File: src/rtl/clsf_pkg.sv
`default_nettype none
package clsf_pkg;

  localparam int FRAC_BITS = 16;
  localparam int INT_FRAC  = 28;

  localparam int MAG_W = 32;
  localparam int SQ_W  = 66;
  localparam int LEN_W = 33;
  localparam int REM_W = 35;
  localparam int EQ_W  = 32;
  localparam int FM_W  = 61;
  localparam int F2_W  = 122;
  localparam int QT_W  = 63;
  localparam int GM_W  = 63;
  localparam int KG_W  = 95;
  localparam int P_W   = 127;
  localparam int DV_W  = 61;
  localparam int OQ_W  = 33;

  localparam int SQRT_CELLS = LEN_W;
  localparam int LATENCY    = 204;

  localparam logic [1:0] REG_STIFFNESS   = 2'd0;
  localparam logic [1:0] REG_REST_LENGTH = 2'd1;
  localparam logic [1:0] REG_ABS_DEN     = 2'd2;

  localparam logic [31:0] STIFF_RESET = 32'(1 << FRAC_BITS);
  localparam logic [31:0] REST_RESET  = 32'(1 << FRAC_BITS);

  localparam logic [F2_W-1:0] NINE     = F2_W'(9) << (2 * INT_FRAC);
  localparam logic [QT_W-1:0] TERM_CAP = QT_W'(1) << 62;
  localparam logic [31:0]     F_MAX    = 32'h7FFF_FFFF;
  localparam logic [31:0]     F_MIN    = 32'h8000_0000;

  typedef logic [MAG_W-1:0] mag_t;

  typedef struct packed {
    logic           pv;
    mag_t [2:0]     dm;
    logic [2:0]     dn;
  } sq_side_t;

  typedef struct packed {
    logic             pv;
    logic             zl;
    logic             fneg;
    logic [LEN_W-1:0] len;
    mag_t [2:0]       dm;
    logic [2:0]       dn;
  } fd_side_t;

  typedef struct packed {
    logic             pv;
    logic             zl;
    logic             denz;
    logic             fneg;
    logic             dneg;
    logic             clamp;
    logic [FM_W-1:0]  fm;
    logic [LEN_W-1:0] len;
    mag_t [2:0]       dm;
    logic [2:0]       dn;
  } qd_side_t;

  typedef struct packed {
    logic             pv;
    logic             zl;
    logic             denz;
    logic [LEN_W-1:0] len;
    mag_t [2:0]       dm;
    logic [2:0]       dn;
  } tail_t;

  typedef struct packed {
    logic pv;
    logic zl;
    logic denz;
    logic neg;
    logic dz;
    logic dn;
    logic sat;
  } lane_side_t;

endpackage
`default_nettype wire

File: src/rtl/clsf_sqrt_cell.sv
`default_nettype none
module clsf_sqrt_cell import clsf_pkg::*; #(
  parameter int SW = 1
) (
  input  wire logic             clk,
  input  wire logic             rst,
  input  wire logic             vld,
  input  wire logic [SQ_W-1:0]  rad,
  input  wire logic [LEN_W-1:0] root,
  input  wire logic [REM_W-1:0] rem,
  input  wire logic [SW-1:0]    side,
  output logic                  vld_q,
  output logic [SQ_W-1:0]       rad_q,
  output logic [LEN_W-1:0]      root_q,
  output logic [REM_W-1:0]      rem_q,
  output logic [SW-1:0]         side_q
);

  logic [REM_W+1:0] t, trial, diff;
  logic             ge;
  logic [REM_W-1:0] rem_next;
  logic [LEN_W-1:0] root_next;

  always_comb begin
    t         = {rem, rad[SQ_W-1 -: 2]};
    trial     = {2'b00, root, 2'b01};
    diff      = t - trial;
    ge        = t >= trial;
    rem_next  = ge ? diff[REM_W-1:0] : t[REM_W-1:0];
    root_next = {root[LEN_W-2:0], ge};
  end

  always_ff @(posedge clk) begin
    if (rst) begin
      vld_q <= 1'b0;
    end else begin
      vld_q <= vld;
    end
    rad_q  <= {rad[SQ_W-3:0], 2'b00};
    root_q <= root_next;
    rem_q  <= rem_next;
    side_q <= side;
  end

endmodule
`default_nettype wire

File: config.mk
export PLATFORM = sky130hd
export DESIGN_NAME = clsf_sqrt_cell
export DESIGN_NICKNAME = d
export VERILOG_FILES = /design/src/rtl/clsf_pkg.sv /design/src/rtl/clsf_sqrt_cell.sv
export SDC_FILE = /design/constraint.sdc
export NUM_CORES = 1
export LEC_CHECK = 0
export ABC_AREA = 1
export BUFFER_PORTS_ARGS = -buffer_cell sky130_fd_sc_hd__buf_4
export CAP_MARGIN = 20
export CORE_MARGIN = 2
export CORE_UTILIZATION = 50
export DETAILED_ROUTE_END_ITERATION = 10
export GPL_ROUTABILITY_DRIVEN = 0
export PLACE_DENSITY_LB_ADDON = 0.25
export SLEW_MARGIN = 20
export SYNTH_ARGS = -nofsm -noshare
export SYNTH_HDL_FRONTEND = slang
export SYNTH_SLANG_ARGS = --single-unit
File: constraint.sdc
create_clock -name clk -period 5.2 [get_ports clk]
set_input_delay 1.04 -clock clk [delete_from_list [all_inputs] [get_ports clk]]
set_output_delay 1.04 -clock clk [all_outputs]
set_load 0.05 [all_outputs]
After elaboration in Yosys (flattened, before gate mapping)
Index checks and enable logic that the tools add are counted.
{"block": "classes", "addsub": 1, "mul": 0, "div": 0, "order_cmp": 1, "eq_ne": 0, "shifts": 0, "muxes": 1, "bitwise": 0, "n_reduce_logical": 0}
{"operator": ">= comparator 37 x 35 -> 1 bit", "count": 1}
{"operator": "two-way mux 35 bit", "count": 1}
{"operator": "subtractor 35 bit", "count": 1}
{"block": "totals", "ff_bits": 134, "latch_bits": 0, "mem_bits_rw": 0, "mem_bits_ro": 0, "input_bits": 138, "output_inout_bits": 136, "wordCells": 8, "mem_count": 0}

Longest topological paths before layout
Gate-level depths: netlist of the first run.
{"block": "logic_depth", "ltp_word": 2, "depth_mapped": 16, "ltp_nobuf": 15}

Least setup slack after synthesis of the first run
Ideal clock, no wire load.
{"block": "synth_timing", "kind": "input to register", "from": "input port root[0]", "to": "register rem_q[19]", "setup_time_ns": 0.058, "arrival_ns": 2.460, "required_time_ns": 5.142, "path_slack_ns": 2.681, "path_stages": 15, "n_path_buf": 2, "path_cell_list": "inv_1 ha_1 buf_2 o21ai_1 nand2_2 nand2_1 nand2_2 nand2_1 nand3_2 nand2_2 nand2_1 nand2_4 buf_6 nand3_1 nand2_1"}
{"block": "synth_via", "elab_chain_len": 2, "word_cells_on_any_way": 3, "cone_classes": "add/sub (1); order compare (1); mux (1)"}
{"element": "from (decl)", "line_no": "clsf_sqrt_cell.sv:9", "text": "input wire logic [LEN_W-1:0] root,"}
{"element": "subtractor 35 bit or >= comparator 37 x 35 -> 1 bit (tied branches)", "line_no": "clsf_sqrt_cell.sv:27, clsf_sqrt_cell.sv:28"}
{"element": "two-way mux 35 bit (*)", "line_no": "clsf_sqrt_cell.sv:29", "text": "rem_next = ge ? diff[REM_W-1:0] : t[REM_W-1:0];"}
{"element": "net rem_next[19]", "line_no": "clsf_sqrt_cell.sv:21", "text": "logic [REM_W-1:0] rem_next;"}
{"element": "to (signal assigned)", "line_no": "clsf_sqrt_cell.sv:41", "text": "rem_q <= rem_next;"}
{"element": "to (decl)", "line_no": "clsf_sqrt_cell.sv:15", "text": "output logic [REM_W-1:0] rem_q,"}
Mark *: on every way through the listed nets, which the timed path passes. The rest lies on a longest branch.
A chain may end at the register's enable or synchronous reset.

Worst setup path after layout of the first run
{"block": "layout_timing", "from": "input port root[9]", "to": "register rem_q[25]"}
Same word-level chain as after synthesis.

==> flow_summary.yaml, run 1 <==
power:
  peakVddDrop_mv: 0.309
  finalPower_mw: 3.26
  leakage_nw: 4.83
  power.density_mw_per_mm2: 376
clock_tree:
  cts_made_buffers: 17
  cts-htree-levels: 4
  path_clk_slew_ns: 0.06
  cts_buffer_depth: 2
  post_cts_buffers: 0
  cts_tree: "built"
  root_buffer: "clkbuf_16"
  hold_buffers: 0
  post_cts_resized: 0
  cts.sinks: 134
floorplanning:
  io_pins: 274
  dieArea_mm2: 0.0129
  die_h_um: 113
  die_w_um: 113
  rows: 39
  core_region_area_mm2: 0.0116
  initial_core_util: 0.518
drt:
  drc_errors: 0
  drtAntennaViolNets: 0
  via_count: 6110
  wl_per_cell_um: 14.9
  first_pass_iters: 5
  dr.first_iter.drc_count: 558
  wl_um: 18500
  vias_per_cell: 4.91
layout:
  instances_no_fill: 1245
  layout.nets: 1262
  syn2layout_area_growth_pct: 44.9
  drive_above_1_share: 0.289
  n_antenna_cell: 0
worst_hold_path:
  hold_depth: 1
  hold_path_class: "in2reg"
global_routing:
  antenna_found_initial: 0
  grt_use_total: 0.288
  grt.overflow.total: 0
  grt_pass1_vias: 5627
  grt_pass1_wl_um: 28600
  grt_start_max_net_pins: 53
outcome:
  outcome: "complete, no violations"
setup_path:
  crit_end: "rem_q[25]$_DFF_P_"
  crit_start: "root[9]"
  startpoint_type: "input pin"
  critPathKind: "in2reg"
  worst_setup_path_end_kind: "flip-flop"
  worstPathMaxFanout: 52
  crit_arrival_ns: 3.24
  required_ns: 5.51
timing:
  slew_viol_final: 0
  finalSetupViolCount: 0
  min_period_ns: 2.93
  tightestPinTransition_ns: 0.898
  slew_headroom: 0.400
  tns_ns: 0
  whs_ns: 0.712
  finalHoldViolations: 0
  rsz0062_at_grt: "false"
  fin_crit_sh: 0.563
  fmax_ghz: 0.342
synth:
  postSynthCellCount: 808
  syn-cell-area_mm2: 0.00599
  ys_warn_count: 0
  yosys.cell_types.count: 32
  synth-seq-cells: 134
  ys_seq_area_frac: 0.448
  syn_area_per_cell_um2: 7.41
placed_design:
  dp.cells: 1213
  dp_hpwl_um: 14100
  portBuffers: 271
job:
  cap_viol_max_count: 0
-- metrics by stage --
stage | worst slack, ns | utilization | cell area [µm²]
6_report | 2.27 | 0.750 | 8670
3_5_place_dp | 1.87 | 0.701 | 8110
2_1_floorplan | 2.68 | - | 5990
3_3_place_gp | 1.89 | 0.701 | 8110
4_1_cts | 2.29 | 0.750 | 8670
5_1_grt | 2.01 | 0.750 | 8670
-- layout by cell type, fill, tap and decap left out, drive strengths merged --
cell type,n
a21o,1
xnor2,1
clkinv,7
ha,35
nand3,64
dfxtp,134
nor4,3
inv,147
bufinv,1
a21oi,25
nor2,63
nand2,256
and2,1
nor3,8
xor2,16
nand3b,10
buf,271
o21bai,7
conb,2
o21ai,21
nand4,6
o211ai,1
clkinvlp,2
clkbuf,20
-- state kept, by name, summed over array words and instances (netlist names) --
register  flops
vld_q         1
rem_q        35
rad_q        64
root_q       33
side_q        1
-- how the worst min path moves through the flow --
stage	startpoint	end	slack (ns)
final	rad[56]	rad_q[58]$_DFF_P_	0.71
after global routing	rad[58]	rad_q[60]$_DFF_P_	0.69
after CTS	rad[34]	rad_q[36]$_DFF_P_	0.71
after detailed placement	rad[57]	rad_q[59]$_DFF_P_	1.15
after global placement	rad[11]	rad_q[13]$_DFF_P_	1.14
after floorplan	rad[8]	rad_q[10]$_DFF_P_	1.07
-- power breakdown --
group | switching (mW) | total (mW) | internal [mW]
combinational | 0.649 | 0.960 | 0.311
sequential | 0.0285 | 1.15 | 1.12
clock | 0.474 | 1.15 | 0.677
-- cell usage after synthesis, drive strengths merged --
cell    instances  area (µm²)
a21o            1        7.51
nor4            3        18.8
a21oi          25         136
inv           143         537
nand4           6        58.8
nand2         256         978
xnor2           1        8.76
ha             35         438
xor2           16         140
nand3          64         325
dfxtp         134        2680
o21ai          21         105
nor2           63         252
o21bai          7        52.6
buf            10        95.1
conb            1        3.75
clkinv          2        7.51
nor3            8        51.3
nand3b         10        75.1
and2            1        6.26
o211ai          1        7.51
-- metal layers --
| layer | GRT usage | share of wire | wire length, µm |
|---|---|---|---|
| met1 | 0.327 | 0.38 | 7070 |
| met2 | 0.510 | 0.51 | 9430 |
| met3 | 0.0818 | 0.074 | 1370 |
| met4 | 0.118 | 0.036 | 658 |
| met5 | 0 | 0 | 0 |
-- cell type report --
| class | count | area, µm² |
|---|---|---|
| well taps | 143 | 179 |
| flip-flops and latches | 134 | 2680 |
| multi-input cells | 520 | 2670 |
| clock inverters | 12 | 119 |
| inverters | 145 | 544 |
| fillers | 886 | 2890 |
| clock buffers | 20 | 447 |
| repair buffers | 271 | 2030 |
-- cell families (layout without fill, tap and decap cells) --
logic type               count (synthesis)  count (layout)  share of synthesized area
adder cells (fa/ha/maj)                 35              35                     0.0731
AND/OR/NAND/NOR                        411             411                      0.295
AO/OA/AOI/OAI                           55              55                     0.0516
flip-flops                             134             134                      0.448
other                                    1               2                   0.000626
buffers and inverters                  155             448                      0.107
XOR/XNOR                                17              17                     0.0249
-- worst max-delay path: stages --
cell and delay, ns:
buf_4 0.09, inv_1 0.04, ha_1 0.34, nand2_1 0.17
inv_1 0.07, a21oi_2 0.21, nand2_1 0.09, nand2_1 0.06
nand2_1 0.04, nand2_1 0.09, nand4_4 0.55, nand3_1 0.35
nand2_1 0.08
Note: power is estimated with default switching activity, not from simulation.
==> run 2, diff against run 1 <==
--- a/config.mk
+++ b/config.mk
@@ -5,11 +5,11 @@
 export SDC_FILE = /design/constraint.sdc
 export NUM_CORES = 1
 export LEC_CHECK = 0
-export ABC_AREA = 1
+export ABC_AREA = 0
 export BUFFER_PORTS_ARGS = -buffer_cell sky130_fd_sc_hd__buf_4
 export CAP_MARGIN = 20
 export CORE_MARGIN = 2
-export CORE_UTILIZATION = 50
+export CORE_UTILIZATION = 45
 export DETAILED_ROUTE_END_ITERATION = 10
 export GPL_ROUTABILITY_DRIVEN = 0
 export PLACE_DENSITY_LB_ADDON = 0.25
==> constraint.sdc (replaced) <==
create_clock -name clk -period 2.8 [get_ports clk]
set_input_delay 0.56 -clock clk [delete_from_list [all_inputs] [get_ports clk]]
set_output_delay 0.56 -clock clk [all_outputs]
set_load 0.05 [all_outputs]
==> flow_summary.yaml, run 2 <==
outcome:
  outcome: "finished with violations"
  violations: "DRC"
synth:
  syn-cell-area_mm2: 0.00535
  synth_edf_count: 0
  ys_warn_count: 0
  async_flop_share: 0
  synth_top_area_frac: 0.501
  ys_seq_area_frac: 0.501
  synth-seq-cells: 134
  synthTopCellsByCount: "dfxtp_1, inv_1, ha_1"
  yosysMostFrequentCell: "dfxtp_1"
  synth_ff_type: "dfxtp_1"
  syn_area_per_cell_um2: 10.9
  synth_area_leaders: "dfxtp_1, ha_1, mux2_4, a21o_1, xnor2_1"
  postSynthCellCount: 491
  yosysTopAreaCell: "dfxtp_1"
  yosys.cell_types.count: 57
setup_path:
  cp_slowest_cell: "o311ai_0"
  startpoint_type: "input pin"
  worstPathMaxFanout: 4
  cp_top_family: "compound AO/OA/AOI/OAI gates"
  path_buf_inv: 2
  slowest_delay_ns: 0.48
  worst_setup_path_end_kind: "flip-flop"
  required_ns: 3.11
  critPathKind: "in2reg"
  cp_cell_sequence: "buf_4 -> inv_1 -> ha_4 -> o21a_1 -> o211ai_2 -> a31o_2 -> a31o_1 -> o31a_1 -> o311ai_0 -> xor2_1 -> mux2_4"
  crit_arrival_ns: 2.96
placed_design:
  portBuffers: 271
  dp_hpwl_um: 12700
  dp_slack_ns: -0.288
  dp.cells: 967
clock_tree:
  cts_made_buffers: 17
  post_cts_buffers: 0
  cts-htree-levels: 4
  cts_tree: "built"
  cts_buffer_depth: 2
  post_cts_resized: 0
  hold_buffers: 0
  root_buffer: "clkbuf_16"
  path_clk_slew_ns: 0.06
  cts.sinks: 134
layout:
  syn2layout_area_growth_pct: 63.5
  multi_input_area_mm2: 0.00245
  mostFrequentLayoutCell: "buf_4"
  area.sequential_mm2: 0.00268
  largest_reg_flops: 64
  largest_register: "rad_q"
  reg_top3: "rad_q (64), rem_q (35), root_q (33)"
  final_cell_mix: "buf_4, dfxtp_1, inv_1"
  drive_above_1_share: 0.505
  n_antenna_cell: 0
  instances_no_fill: 997
  nFillCells: 794
  layout.nets: 1016
drt:
  drc_errors: 20
  dr.first_iter.drc_count: 250
  via_count: 4959
  wl_per_cell_um: 17.0
  wl_um: 16900
  drtAntennaViolNets: 0
  vias_per_cell: 4.97
  first_pass_iters: 8
global_routing:
  grt_pass1_vias: 5097
  grt_start_max_net_pins: 22
  grt_use_total: 0.260
  antenna_found_initial: 0
  grt.overflow.total: 0
  grt_pass1_wl_um: 25700
floorplanning:
  die_w_um: 113
  core_region_area_mm2: 0.0115
  die_h_um: 113
  io_pins: 274
  rows: 39
  initial_core_util: 0.465
  dieArea_mm2: 0.0128
timing:
  fmax_ghz: 0.376
  finalSetupViolCount: 0
  finalHoldViolations: 0
  slew_viol_final: 0
  fin_crit_sh: 0.949
  min_period_ns: 2.66
  rsz0062_at_grt: "false"
  fin_ws_ns: 0.143
power:
  combinationalPowerShare: 0.317
  leakage_nw: 4.51
  p_clk_frac: 0.356
  peakVddDrop_mv: 0.529
  pwr-share-seq: 0.327
  p_switching_mw: 2.15
  p_sw_frac: 0.323
  power.density_mw_per_mm2: 759
  internal-power_mw: 4.50
job:
  cap_viol_max_count: 0
worst_hold_path:
  hold_path_class: "in2reg"
## run 2: cell count changes in the layout (fill, tap and decap cells not counted), sizes merged, moves of 10 or more
cell	delta
a21o	+25
mux2	+31
inv	-105
xnor2	+18
nand3b	-10
nor2	-41
nand2	-231
buf	+79
nand3	-55
## run 2: per-stage QoR
stage	setup TNS [ns]	total power, mW	instance area (µm²)	utilization	hold WS, ns
after detailed placement	-8.50	4.29	8120	0.705	0.665
after global routing	0	6.87	8750	0.760	0.218
after CTS	0	6.67	8750	0.760	0.222
after floorplan	0	3.54	5430	-	0.588
final	0	6.64	8750	0.760	0.236
after global placement	-6.42	4.26	8120	0.705	0.665
## run 2: area by class of cell
type | instances | share of cell area
tap | 143 | 0.0205
sequential | 134 | 0.307
timing repair buffer | 350 | 0.303
inverter | 41 | 0.0176
clock inverter | 11 | 0.0200
clock buffer | 19 | 0.0518
multi-input combinational | 299 | 0.280
## run 2: power groups by stage
stage	logic, mW	clock network [mW]	registers [mW]
3_5_place_dp	2.08	0	2.21
3_3_place_gp	2.05	0	2.21
4_1_cts	2.11	2.40	2.17
5_1_grt	2.20	2.49	2.19
2_1_floorplan	0.633	0	2.91
6_report	2.11	2.37	2.17
## run 2: cell families (layout without fill, tap and decap cells)
kind of cell / count (synthesis) / in the layout / share of synthesized area
mux: 34 / 34 / 0.0884
buf+inv: 59 / 421 / 0.0535
fa+ha+maj: 35 / 35 / 0.0818
flops: 134 / 134 / 0.501
compound gates: 107 / 107 / 0.140
simple gates: 88 / 88 / 0.0804
other cells: 1 / 2 / 0.000701
xor+xnor: 33 / 33 / 0.0540
## run 2: final timing paths
check | from | to | slack [ns] | cells after the start
setup / recovery | root[0] | rem_q[27]$_DFF_P_ | 0.14 | 11
hold / removal | rad[57] | rad_q[59]$_DFF_P_ | 0.24 | 1
## run 2: layer usage
metal | GRT usage | wire length, µm
met3 | 0.0728 | 1320
met5 | 0 | 0
met1 | 0.260 | 5840
met2 | 0.499 | 9360
met4 | 0.109 | 399
